File: src/rtl/sfs_pkg.sv
// sfs_pkg: shared types, constants and helpers for the sprite frame sequencer
// no dependencies

package sfs_pkg;

	// position and sequence length; a sequence holds at most 2*MAX_FRAMES-2 positions
	localparam int POS_W = 8;

	// item commands
	typedef enum logic [1:0] {
		CMD_LOAD  = 2'd0,
		CMD_START = 2'd1,
		CMD_TICK  = 2'd2,
		CMD_NONE  = 2'd3
	} cmd_t;

	// configuration register indexes
	typedef enum logic [1:0] {
		CFG_LOOP_EN     = 2'd0,
		CFG_PINGPONG_EN = 2'd1,
		CFG_FRAME_COUNT = 2'd2,
		CFG_LOOP_START  = 2'd3
	} cfg_idx_t;

	// source frame shown at a position of the (possibly mirrored) sequence
	function automatic logic [POS_W-1:0] source_of(input logic [POS_W-1:0] pos,
			input logic [POS_W-1:0] n);
		logic [POS_W-1:0] mirror;
		begin
			mirror = (n << 1) - POS_W'(2) - pos;
			source_of = (pos < n) ? pos : mirror;
		end
	endfunction

endpackage

File: src/rtl/sfs_ram.sv
// sfs_ram: generic single-write, single-read RAM with registered read data
// no dependencies

module sfs_ram #(
	parameter int WIDTH = 16,
	parameter int DEPTH = 64
) (
	input  logic                     clk,
	input  logic                     we,
	input  logic [$clog2(DEPTH)-1:0] waddr,
	input  logic [WIDTH-1:0]         wdata,
	input  logic [$clog2(DEPTH)-1:0] raddr,
	output logic [WIDTH-1:0]         rdata
);

	logic [WIDTH-1:0] mem [DEPTH];

	always_ff @(posedge clk) begin
		if (we) begin
			mem[waddr] <= wdata;
		end
		rdata <= mem[raddr];
	end

endmodule

File: src/rtl/sprite_frame_sequencer.sv
// sprite_frame_sequencer: animation frame sequencer with a duration table in RAM
// depends on sfs_pkg and sfs_ram
//
// a result passes through the input register and then the result register; throughput
// is one item per cycle on a flowing output. the duration of the next frame is
// prefetched from the table, so a tick never waits on the RAM port. reset clears
// sequencer state and configuration; the duration table is not cleared and must be
// loaded before it is played.

module sprite_frame_sequencer
	import sfs_pkg::*;
#(
	parameter int MAX_FRAMES    = 64,
	parameter int DURATION_BITS = 16
) (
	input  logic        clk,
	input  logic        arst_n,
	// configuration write port
	input  logic        cfg_wr_en,
	input  logic [1:0]  cfg_index,
	input  logic [6:0]  cfg_data,
	// input items
	input  logic        s_tvalid,
	output logic        s_tready,
	input  logic [23:0] s_tdata,    // [5:0] slot, [21:6] duration_ms, [23:22] zero
	input  logic [1:0]  s_tuser,    // [1:0] command
	// result items
	output logic        m_tvalid,
	input  logic        m_tready,
	output logic [15:0] m_tdata     // [6:0] seq_position, [12:7] source_frame,
	                                // [13] expired, [14] frame_enter, [15] expire_event
);

	localparam int DW = DURATION_BITS;
	localparam int AW = $clog2(MAX_FRAMES);

	// configuration
	logic       loop_en_q;
	logic       pp_en_q;
	logic [6:0] frame_cnt_q;
	logic [6:0] loop_start_q;

	always_ff @(posedge clk or negedge arst_n) begin
		if (!arst_n) begin
			loop_en_q    <= 1'b0;
			pp_en_q      <= 1'b0;
			frame_cnt_q  <= 7'd1;
			loop_start_q <= 7'd0;
		end else if (cfg_wr_en) begin
			unique case (cfg_idx_t'(cfg_index))
				CFG_LOOP_EN:     loop_en_q    <= cfg_data[0];
				CFG_PINGPONG_EN: pp_en_q      <= cfg_data[0];
				CFG_FRAME_COUNT: frame_cnt_q  <= cfg_data;
				CFG_LOOP_START:  loop_start_q <= cfg_data;
			endcase
		end
	end

	// input register
	logic        s1_valid;
	cmd_t        cmd_s1;
	logic [5:0]  slot_s1;
	logic [15:0] dur_s1;
	logic        adv;
	logic        out_valid_q;

	assign adv      = s1_valid && (!out_valid_q || m_tready);
	assign s_tready = !s1_valid || adv;

	always_ff @(posedge clk or negedge arst_n) begin
		if (!arst_n) begin
			s1_valid <= 1'b0;
		end else if (s_tready) begin
			s1_valid <= s_tvalid;
		end
	end

	always_ff @(posedge clk) begin
		if (s_tready && s_tvalid) begin
			cmd_s1  <= cmd_t'(s_tuser);
			slot_s1 <= s_tdata[5:0];
			dur_s1  <= s_tdata[21:6];
		end
	end

	// sequencer state
	logic [POS_W-1:0] pos_q;
	logic [DW-1:0]    time_q;
	logic             done_q;
	logic [POS_W-1:0] last_q;
	logic             rptv_q;
	logic             exprep_q;

	logic [POS_W-1:0] pos_d;
	logic [DW-1:0]    time_d;
	logic             done_d;
	logic [POS_W-1:0] last_d;
	logic             rptv_d;
	logic             exprep_d;
	logic             enter;
	logic             exp_ev;

	// duration table
	logic          ram_we;
	logic [AW-1:0] ram_waddr;
	logic [DW-1:0] ram_wdata;
	logic [AW-1:0] ram_raddr;
	logic [DW-1:0] ram_rdata;
	logic          byp_q;
	logic [DW-1:0] byp_data_q;
	logic [DW-1:0] cur_dur;

	sfs_ram #(
		.WIDTH (DW),
		.DEPTH (MAX_FRAMES)
	) u_dur_ram (
		.clk   (clk),
		.we    (ram_we),
		.waddr (ram_waddr),
		.wdata (ram_wdata),
		.raddr (ram_raddr),
		.rdata (ram_rdata)
	);

	// a load to the slot being prefetched forwards the new word
	always_ff @(posedge clk or negedge arst_n) begin
		if (!arst_n) begin
			byp_q <= 1'b0;
		end else begin
			byp_q <= ram_we && (ram_waddr == ram_raddr);
		end
	end

	always_ff @(posedge clk) begin
		byp_data_q <= ram_wdata;
	end

	assign cur_dur = byp_q ? byp_data_q : ram_rdata;

	// zero loads as one, wide values saturate
	logic [DW-1:0] dur_w;
	generate
		if (DW >= 16) begin : g_dur_wide
			always_comb begin
				dur_w = DW'(dur_s1);
				if (dur_s1 == 16'd0) dur_w = DW'(1);
			end
		end else begin : g_dur_narrow
			always_comb begin
				dur_w = (|(dur_s1 >> DW)) ? {DW{1'b1}} : dur_s1[DW-1:0];
				if (dur_s1 == 16'd0) dur_w = DW'(1);
			end
		end
	endgenerate

	assign ram_we    = adv && (cmd_s1 == CMD_LOAD) && (32'(slot_s1) < MAX_FRAMES);
	assign ram_waddr = AW'(slot_s1);
	assign ram_wdata = dur_w;

	// sequence geometry from configuration
	logic [POS_W-1:0] n;
	logic [POS_W-1:0] len;
	logic [POS_W-1:0] posc;
	logic [POS_W-1:0] ls;
	logic [DW:0]      t_inc;
	logic [POS_W-1:0] src_out;

	always_comb begin
		if (frame_cnt_q == 7'd0) begin
			n = POS_W'(1);
		end else if (32'(frame_cnt_q) > MAX_FRAMES) begin
			n = POS_W'(MAX_FRAMES);
		end else begin
			n = POS_W'(frame_cnt_q);
		end
		len  = (pp_en_q && n >= POS_W'(3)) ? (n << 1) - POS_W'(2) : n;
		posc = (pos_q >= len) ? len - POS_W'(1) : pos_q;
		ls   = POS_W'(loop_start_q);
	end

	// next state for the item in the input register
	always_comb begin
		pos_d    = posc;
		time_d   = time_q;
		done_d   = done_q;
		last_d   = last_q;
		rptv_d   = rptv_q;
		exprep_d = exprep_q;
		enter    = 1'b0;
		exp_ev   = 1'b0;
		t_inc    = {1'b0, time_q} + (DW+1)'(1);

		case (cmd_s1)
			CMD_START: begin
				pos_d    = '0;
				time_d   = '0;
				done_d   = 1'b0;
				rptv_d   = 1'b0;
				exprep_d = 1'b0;
			end
			CMD_TICK: begin
				if (!done_q) begin
					if (t_inc >= {1'b0, cur_dur}) begin
						time_d = '0;
						if (posc + POS_W'(1) >= len) begin
							if (loop_en_q) begin
								pos_d = (ls < len) ? ls : '0;
							end else begin
								done_d = 1'b1;
							end
						end else begin
							pos_d = posc + POS_W'(1);
						end
					end else begin
						time_d = t_inc[DW-1:0];
					end
				end
			end
			default: begin
			end
		endcase

		if (done_d) begin
			if (!exprep_d) begin
				exp_ev   = 1'b1;
				exprep_d = 1'b1;
			end
		end else begin
			exprep_d = 1'b0;
			if (!rptv_d || last_d != pos_d) begin
				enter  = 1'b1;
				last_d = pos_d;
				rptv_d = 1'b1;
			end
		end

		src_out = source_of(pos_d, n);
	end

	// prefetch the duration of the frame the next item will see
	assign ram_raddr = adv ? AW'(src_out) : AW'(source_of(posc, n));

	always_ff @(posedge clk or negedge arst_n) begin
		if (!arst_n) begin
			pos_q    <= '0;
			time_q   <= '0;
			done_q   <= 1'b0;
			last_q   <= '0;
			rptv_q   <= 1'b0;
			exprep_q <= 1'b0;
		end else if (adv) begin
			pos_q    <= pos_d;
			time_q   <= time_d;
			done_q   <= done_d;
			last_q   <= last_d;
			rptv_q   <= rptv_d;
			exprep_q <= exprep_d;
		end
	end

	// result register
	logic [15:0] out_data_q;

	always_ff @(posedge clk or negedge arst_n) begin
		if (!arst_n) begin
			out_valid_q <= 1'b0;
		end else if (adv) begin
			out_valid_q <= 1'b1;
		end else if (m_tready) begin
			out_valid_q <= 1'b0;
		end
	end

	always_ff @(posedge clk) begin
		if (adv) begin
			out_data_q <= {exp_ev, enter, done_d, src_out[5:0], pos_d[6:0]};
		end
	end

	assign m_tvalid = out_valid_q;
	assign m_tdata  = out_data_q;

endmodule
File: config.mk
export PLATFORM = sky130hd
export DESIGN_NAME = sprite_frame_sequencer
export DESIGN_NICKNAME = d
export VERILOG_FILES = /design/src/rtl/sfs_pkg.sv /design/src/rtl/sfs_ram.sv /design/src/rtl/sprite_frame_sequencer.sv
export SDC_FILE = /design/constraint.sdc
export NUM_CORES = 2
export LEC_CHECK = 0
export BUFFER_PORTS_ARGS = -buffer_cell sky130_fd_sc_hd__buf_4
export CORE_ASPECT_RATIO = 1.4
export CORE_UTILIZATION = 40
export DETAILED_ROUTE_END_ITERATION = 12
export GPL_TIMING_DRIVEN = 0
export SYNTH_ARGS = -nofsm -noshare
export SYNTH_HDL_FRONTEND = slang
export SYNTH_HIERARCHICAL = 1
export SYNTH_SLANG_ARGS = --single-unit
File: constraint.sdc
create_clock -name clk -period 23.8 [get_ports clk]
set_clock_uncertainty 0.2 [all_clocks]
set_input_delay 2.38 -clock clk [delete_from_list [all_inputs] [get_ports clk]]
set_output_delay 2.38 -clock clk [all_outputs]
set_load 0.05 [all_outputs]
=== Word level (Yosys, flattened, before mapping) ===
Memory sizes are Yosys's and may differ from the RTL's. A register that Yosys moved wholly into a read port is not among the register bits.
Index checks and enable logic that the tools add are counted.

* Flip-flop bits (word level): 110
* Bits in writable memories: 1024
* Output and inout port bits: 18
* Memories: 1

* Add/subtract/negate cells: 6
* Order comparisons: 8
* Equal/unequal tests: 8
* Muxes and demuxes: 34
* Bitwise gates (word level): 1
* Reductions and logical operators: 23

{| class="wikitable"
|+ Memory list
! memory !! depth !! width !! rd ports !! clocked after Yosys merged registers in !! write ports !! line !! text
|-
| u_dur_ram.mem || 64 || 16 || 1 || 1 || 1 || sfs_ram.sv:16 || <nowiki>logic [WIDTH-1:0] mem [DEPTH];</nowiki>
|}

{| class="wikitable"
|+ Operators with widths
! cell !! count
|-
| two-way mux 16 bit || 4
|-
| two-way mux 8 bit || 6
|-
| case mux 16 bit (2 select lines) || 1
|-
| two-way mux 7 bit || 3
|-
| two-way mux 6 bit || 3
|-
| adder 16 x 1 -> 17 bit (second input constant) || 1
|-
| >= comparator 17 x 16 -> 1 bit || 1
|-
| >= comparator 8 bit || 2
|-
| zero test 16 bit || 1
|-
| less-than comparator 8 x 7 -> 1 bit || 2
|-
| case mux 8 bit (2 select lines) || 1
|-
| two-way mux 1 bit || 15
|-
| subtractor 6 bit || 2
|-
| adder 8 x 1 -> 8 bit (second input constant) || 1
|-
| >= comparator 8 x 2 -> 1 bit (second input constant) || 1
|-
| less-than comparator 7 x 8 -> 1 bit || 1
|-
| inequality test 8 bit || 1
|-
| AND reduction 2 bit || 4
|-
| subtractor 8 x 1 -> 8 bit (second input constant) || 1
|-
| subtractor 8 x 2 -> 8 bit (second input constant) || 1
|-
| > comparator 7 bit (second input constant) || 1
|-
| zero test 7 bit || 1
|-
| == test 2 bit (second input constant) || 3
|-
| == test 6 bit || 1
|-
| 10 further kinds || 22
|}

=== Logic depth before layout (Yosys ltp) ===
* Word-level depth: 19
* Depth in mapped cells: 50

=== By module ===
Netlist, hierarchy kept.

{| class="wikitable"
|+ Modules (own cells, without submodules)
! module !! instances !! cells an instance !! area each (sq um) !! sequential area each (sq um)
|-
| sfs_ram || 1 || 1829 || 40042.2 || 31069.8
|-
| sprite_frame_sequencer || 1 || 783 || 7477.2 || 2819.0
|}

=== Worst setup path before layout ===
OpenSTA, ideal clock, no wires.

* Kind: register -> register
* Start point: register frame_cnt_q[5]
* End point: register u_dur_ram.rdata[6] (read register of u_dur_ram.mem)
* Setup time: 0.121 ns
* Data arrival time: 9.728 ns
* Required time: 23.479 ns
* Setup slack: 13.751 ns
* Stages on the path, launching flop included: 49
* Clock period less this slack: 10.049 ns
* Path through: dfrtp_1 buf_6 nor4_4 a21oi_1 or2_2 ha_1 clkbuf_1 nor4b_1 a221o_1 a31oi_2 ha_1 and3_1 o21ai_0 and2_1 a21oi_2 buf_2 mux2_2 ha_1 (+13 left out) ha_1 a21o_1 a21oi_1 nand4_1 a21oi_1 clkbuf_1 nand2_1 o21ai_1 nand2_1 o21ai_1 buf_2 buf_2 buf_2 mux4_2 nand2_1 nand3_1 a21oi_1 nor4_2

* Word-level cells in the longest chain between the ends: 17

{| class="wikitable"
|+ RTL lines
! what !! line !! text
|-
| from (decl) || sprite_frame_sequencer.sv:40 || <nowiki>logic [6:0] frame_cnt_q;</nowiki>
|-
| from (signal assigned) || sprite_frame_sequencer.sv:53 || <nowiki>CFG_FRAME_COUNT: frame_cnt_q <= cfg_data;</nowiki>
|-
| > comparator 7 bit || sprite_frame_sequencer.sv:171 || <nowiki>end else if (32'(frame_cnt_q) > MAX_FRAMES) begin</nowiki>
|-
| two-way mux 7 bit || sprite_frame_sequencer.sv:171 ||
|-
| two-way mux 7 bit * || sprite_frame_sequencer.sv:169 || <nowiki>if (frame_cnt_q == 7'd0) begin</nowiki>
|-
| >= comparator 8 x 2 -> 1 bit || sprite_frame_sequencer.sv:176 || <nowiki>len = (pp_en_q && n >= POS_W'(3)) ? (n << 1) - POS_W'(2) : n;</nowiki>
|-
| logical AND 1 bit || sprite_frame_sequencer.sv:176 ||
|-
| two-way mux 8 bit * || sprite_frame_sequencer.sv:176 ||
|-
| subtractor 8 x 1 -> 8 bit or >= comparator 8 bit (tied branches) || sprite_frame_sequencer.sv:177 || <nowiki>posc = (pos_q >= len) ? len - POS_W'(1) : pos_q;</nowiki>
|-
| two-way mux 8 bit || sprite_frame_sequencer.sv:177 ||
|-
| (+4 left out) || -- ||
|-
| two-way mux 8 bit || sprite_frame_sequencer.sv:202 || <nowiki>if (!done_q) begin</nowiki>
|-
| case mux 8 bit (2 select lines) * || sprite_frame_sequencer.sv:193 || <nowiki>case (cmd_s1)</nowiki>
|-
| named net pos_d[5] || sprite_frame_sequencer.sv:94 || <nowiki>logic [POS_W-1:0] pos_d;</nowiki>
|-
| less-than comparator 8 x 7 -> 1 bit * || sfs_pkg.sv:31 || <nowiki>source_of = (pos < n) ? pos : mirror;</nowiki>
|-
| two-way mux 6 bit * || sfs_pkg.sv:31 ||
|-
| named net src_out[1] || sprite_frame_sequencer.sv:166 || <nowiki>logic [POS_W-1:0] src_out;</nowiki>
|-
| two-way mux 6 bit * || sprite_frame_sequencer.sv:241 || <nowiki>assign ram_raddr = adv ? AW'(src_out) : AW'(source_of(posc, n));</nowiki>
|-
| named net ram_raddr[1] || sprite_frame_sequencer.sv:107 || <nowiki>logic [AW-1:0] ram_raddr;</nowiki>
|-
| to (decl) || sfs_ram.sv:13 || <nowiki>output logic [WIDTH-1:0] rdata</nowiki>
|}

Mark *: on every way through the listed nets, which the timed path passes. The rest lies on a longest branch.
A chain may end at the register's enable or synchronous reset.

=== Worst setup path after layout ===
* Start point: register frame_cnt_q[1]
* End point: register u_dur_ram.rdata[4] (read register of u_dur_ram.mem)

* Word-level cells in the longest chain between the ends: 17

{| class="wikitable"
|+ RTL lines
! what !! line
|-
| > comparator 7 bit || sprite_frame_sequencer.sv:171
|-
| two-way mux 7 bit || sprite_frame_sequencer.sv:171
|-
| two-way mux 7 bit * || sprite_frame_sequencer.sv:169
|-
| >= comparator 8 x 2 -> 1 bit || sprite_frame_sequencer.sv:176
|-
| logical AND 1 bit || sprite_frame_sequencer.sv:176
|-
| two-way mux 8 bit * || sprite_frame_sequencer.sv:176
|-
| subtractor 8 x 1 -> 8 bit or >= comparator 8 bit (tied branches) || sprite_frame_sequencer.sv:177
|-
| two-way mux 8 bit || sprite_frame_sequencer.sv:177
|-
| (+4 left out) || --
|-
| two-way mux 8 bit || sprite_frame_sequencer.sv:202
|-
| case mux 8 bit (2 select lines) * || sprite_frame_sequencer.sv:193
|-
| named net pos_d[2] || sprite_frame_sequencer.sv:94
|-
| less-than comparator 8 x 7 -> 1 bit or subtractor 6 bit (tied branches) || sfs_pkg.sv:31, sfs_pkg.sv:30
|-
| two-way mux 6 bit * || sfs_pkg.sv:31
|-
| named net src_out[3] || sprite_frame_sequencer.sv:166
|-
| two-way mux 6 bit * || sprite_frame_sequencer.sv:241
|-
| named net ram_raddr[3] || sprite_frame_sequencer.sv:107
|}

Marks and branches as above.

==> metrics.md <==
| Metric | Value |
|---|---|
| Status | finished with violations |
| Violated checks | slew limit |
| Fin. max-slew vios | 3 |
| DR iter-0 viols | 2155 |
| Hold path cells | 2 |
| Post-synthesis cell type count | 103 |
| Main synth FF type | edfxtp_1 |
| Top layer in use | met4 |
| WL met3 | 6780 µm |
| Synth Area per Inst | 18.2 µm² |
| Post-CTS sizing | 0 |
| Arrival time at the worst endpoint | 15070 ps |
| # rows | 149 |
| Remaining Overflow, GRT | 0 |
| EDFF count, synth | 1063 |
| Number of routed nets with antenna violations | 0 |
| Final period utilization | 61.7% |
| Sequential area share after synthesis | 71.3% |
| Via density | 5.65 |
| Most used cell, CP | ha_1 |
| TritonRoute pass-1 iters | 5 |
| GPL Wtd Cong | 0.909 |
| CP max stage cell | a22oi_1 |
| Wire per inst | 27.9 µm |
| Layout cells sized above 1 | 25.7% |
| Hold_sp | time_q[5]$_DFFE_PN0P_ |
| Die Y-Extent | 410 µm |
| Die W | 293 µm |
| CTS Buf Count | 107 |
| Total placed cells including tap cells | 4317 |
| Total number of yosys warnings | 6 |
| Final setup violation count | 0 |
| # DRC | 0 |
| Req. time, crit path | 24180 ps |
| Die ar. | 120000 µm² |
| Root Buffer | clkbuf_16 |
| Fin cells | 4522 |
| Syn_nets | 2713 |
| Cell Area, Synth | 47500 µm² |
| Worst-path fanout max | 10 |
| Crit-path max cell delay | 850 ps |
| Num ports | 58 |
| FF+latch count, synth | 1148 |
| Setup TNS Final | 0 ps |
| Core region area | 118000 µm² |
| Mapped Cells | 2612 |
| Most common cell after layout, fill and taps aside | edfxtp_1 |
| Max_slew headroom | -5.20% |
| # H-tree levels | 3 |
| Fraction of registers with async set or reset after synthesis | 4.62% |
| Worst Max-Slew Pin Slew | 1580 ps |
| Vias post-DR | 25600 |
| Final #Nets | 2944 |
| Hpwl dp | 88700 µm |
| Clock-pin slew on the worst setup and hold paths | 60 ps |
| # port buffers | 55 |
| CTS Buffer Depth | 3 |
| Routed wl met2 | 65800 µm |
| Fmax | 0.0681 GHz |
| Number of global-route vias before repair | 26300 |
| Final Cell Area | 54800 µm² |
| # hold bufs at CTS | 0 |
| Flop2flop setup slack | 9110 ps |
| Fillers | 9954 |
| Worst hold endpoint | time_q[5]$_DFFE_PN0P_ |
| Worst setup startpoint | frame_cnt_q[1]$_DFFE_PN0P_ |
| Antenna violations before repair | 1 |
| RSZ-0062 raised after global routing | false |
| First-pass GRT wire length | 182000 µm |
| Area Overhead vs Synth | 15.3% |
| Setup Buffers After CTS | 0 |
| HP Class | reg2reg |
| Crit end category | register |
| Total track usage | 21.1% |
| Crit path kind | reg2reg |
| Min cycle time layout | 14690 ps |
| Starting Density | 40.3% |
| Final hold vios | 0 |
| Cell area after placement | 51200 µm² |
| Met1 Routed Length | 46400 µm |
| Commonest cells after routing, fill and taps aside | edfxtp_1 (1063), mux4_2 (220), nand2_1 (153), clkbuf_16 (113), mux2i_1 (105) |
| Total wire length | 126000 µm |
| Critical R2R Launch | frame_cnt_q[1]$_DFFE_PN0P_ |
| Largest net degree at the start of global routing | 66 |
| Max Cap Viol | 0 |
| Startpoint Class | register |
| Fin util | 46.5% |
| Clock Sinks | 1148 |
| TritonCTS clock tree | built |
| Reg2Reg Depth | 46 |
| Clk Latency, worst-skew pair | 730 ps |
| Worst r2r dst | u_dur_ram/rdata[4]$_DFF_P_ |
## worst max-delay path, delay by kind of cell, from the launching register on
| kind | cells | cell delay [ps] |
|---|---|---|
| adders and majority gates | 5 | 1260 |
| muxes | 2 | 810 |
| and+or+nand+nor | 12 | 2750 |
| xor gates and xnor gates | 1 | 210 |
| DFF | 1 | 330 |
| AOI/OAI and AO/OA | 17 | 6150 |
| buffers and inverters | 9 | 2830 |
## cells in the mapped netlist (all sizes together), types with 10 or more instances
master     n  share of area, %
a211oi    18              0.32
a21o      16              0.27
a21oi     59              0.64
a221o     11              0.23
a221oi    18              0.37
a22oi     40              0.63
a31oi     15              0.21
and2      10              0.13
and3      13              0.17
buf       88               1.5
clkbuf    58              0.47
dfrtp     52               2.7
dfxtp     32               1.3
edfxtp  1063                67
ha        59               1.6
inv       39              0.31
mux2      51               1.2
mux2i    107               2.3
mux4     224                11
nand2    154               1.2
nand2b    27              0.36
nand3     46              0.48
nand4     23              0.30
nor2     112              0.90
nor2b     38              0.50
nor3      18              0.20
o21ai     46              0.52
xnor2     27              0.50
xor2      14              0.26
## cell families after synthesis
group,synth area share [%]
xor+xnor,0.756
mux,14.2
flops,71.3
compound gates,4.61
fa+ha+maj,1.68
simple gates,5.23
buf+inv,2.25
## through the flow
stage | hold WS [ps] | setup WS (ps)
after CTS | 280 | 9450
final | 276 | 9110
after detailed placement | 266 | 9500
after floorplan | 239 | 13750
after global placement | 271 | 9650
after global routing | 294 | 8720
## state kept, by name, summed over array words and instances (netlist names)
signal and count:
u_dur_ram/mem 1024, byp_data_q 16, dur_s1 16, time_q 16, u_dur_ram/rdata 16, m_tdata 15
last_q 8, pos_q 8, frame_cnt_q 7, loop_start_q 7, ram_waddr 6, cmd_s1 2
byp_q 1, done_q 1, loop_en_q 1, m_tvalid 1, pp_en_q 1, rptv_q 1
s1_valid 1
## cell type report
class,instances,area [µm²],area share [%]
Sequential cell,1148,33900,61.9
Inverter,39,146,0.267
Clock inverter,73,656,1.20
Multi-Input combinational cell,1279,12700,23.2
Antenna cell,1,2.50,0.00457
Clock buffer,129,2900,5.29
Buffer,146,953,1.74
Tap cell,1585,1980,3.62
Timing Repair Buffer,122,1520,2.77
## worst max-delay path by stage
stage	end	slack (ps)	cells past startpoint
after global routing	u_dur_ram/rdata[4]$_DFF_P_	8720	46
after CTS	u_dur_ram/rdata[3]$_DFF_P_	9450	46
after floorplan	u_dur_ram/rdata[6]$_DFF_P_	13750	48
after detailed placement	u_dur_ram/rdata[3]$_DFF_P_	9500	46
final	u_dur_ram/rdata[4]$_DFF_P_	9110	46
after global placement	u_dur_ram/rdata[1]$_DFF_P_	9650	46
## layer usage
| layer | track usage (%) | up-vias |
|---|---|---|
| li1 | - | 11000 |
| met2 | 37.1 | 960 |
| met4 | 11.4 | 0 |
| met3 | 3.22 | 226 |
| met5 | 0 | - |
| met1 | 24.7 | 13400 |
Power is left out: the tool's default activity adds up to more than one toggle a clock period on the data nets, which glitch-free logic cannot reach.
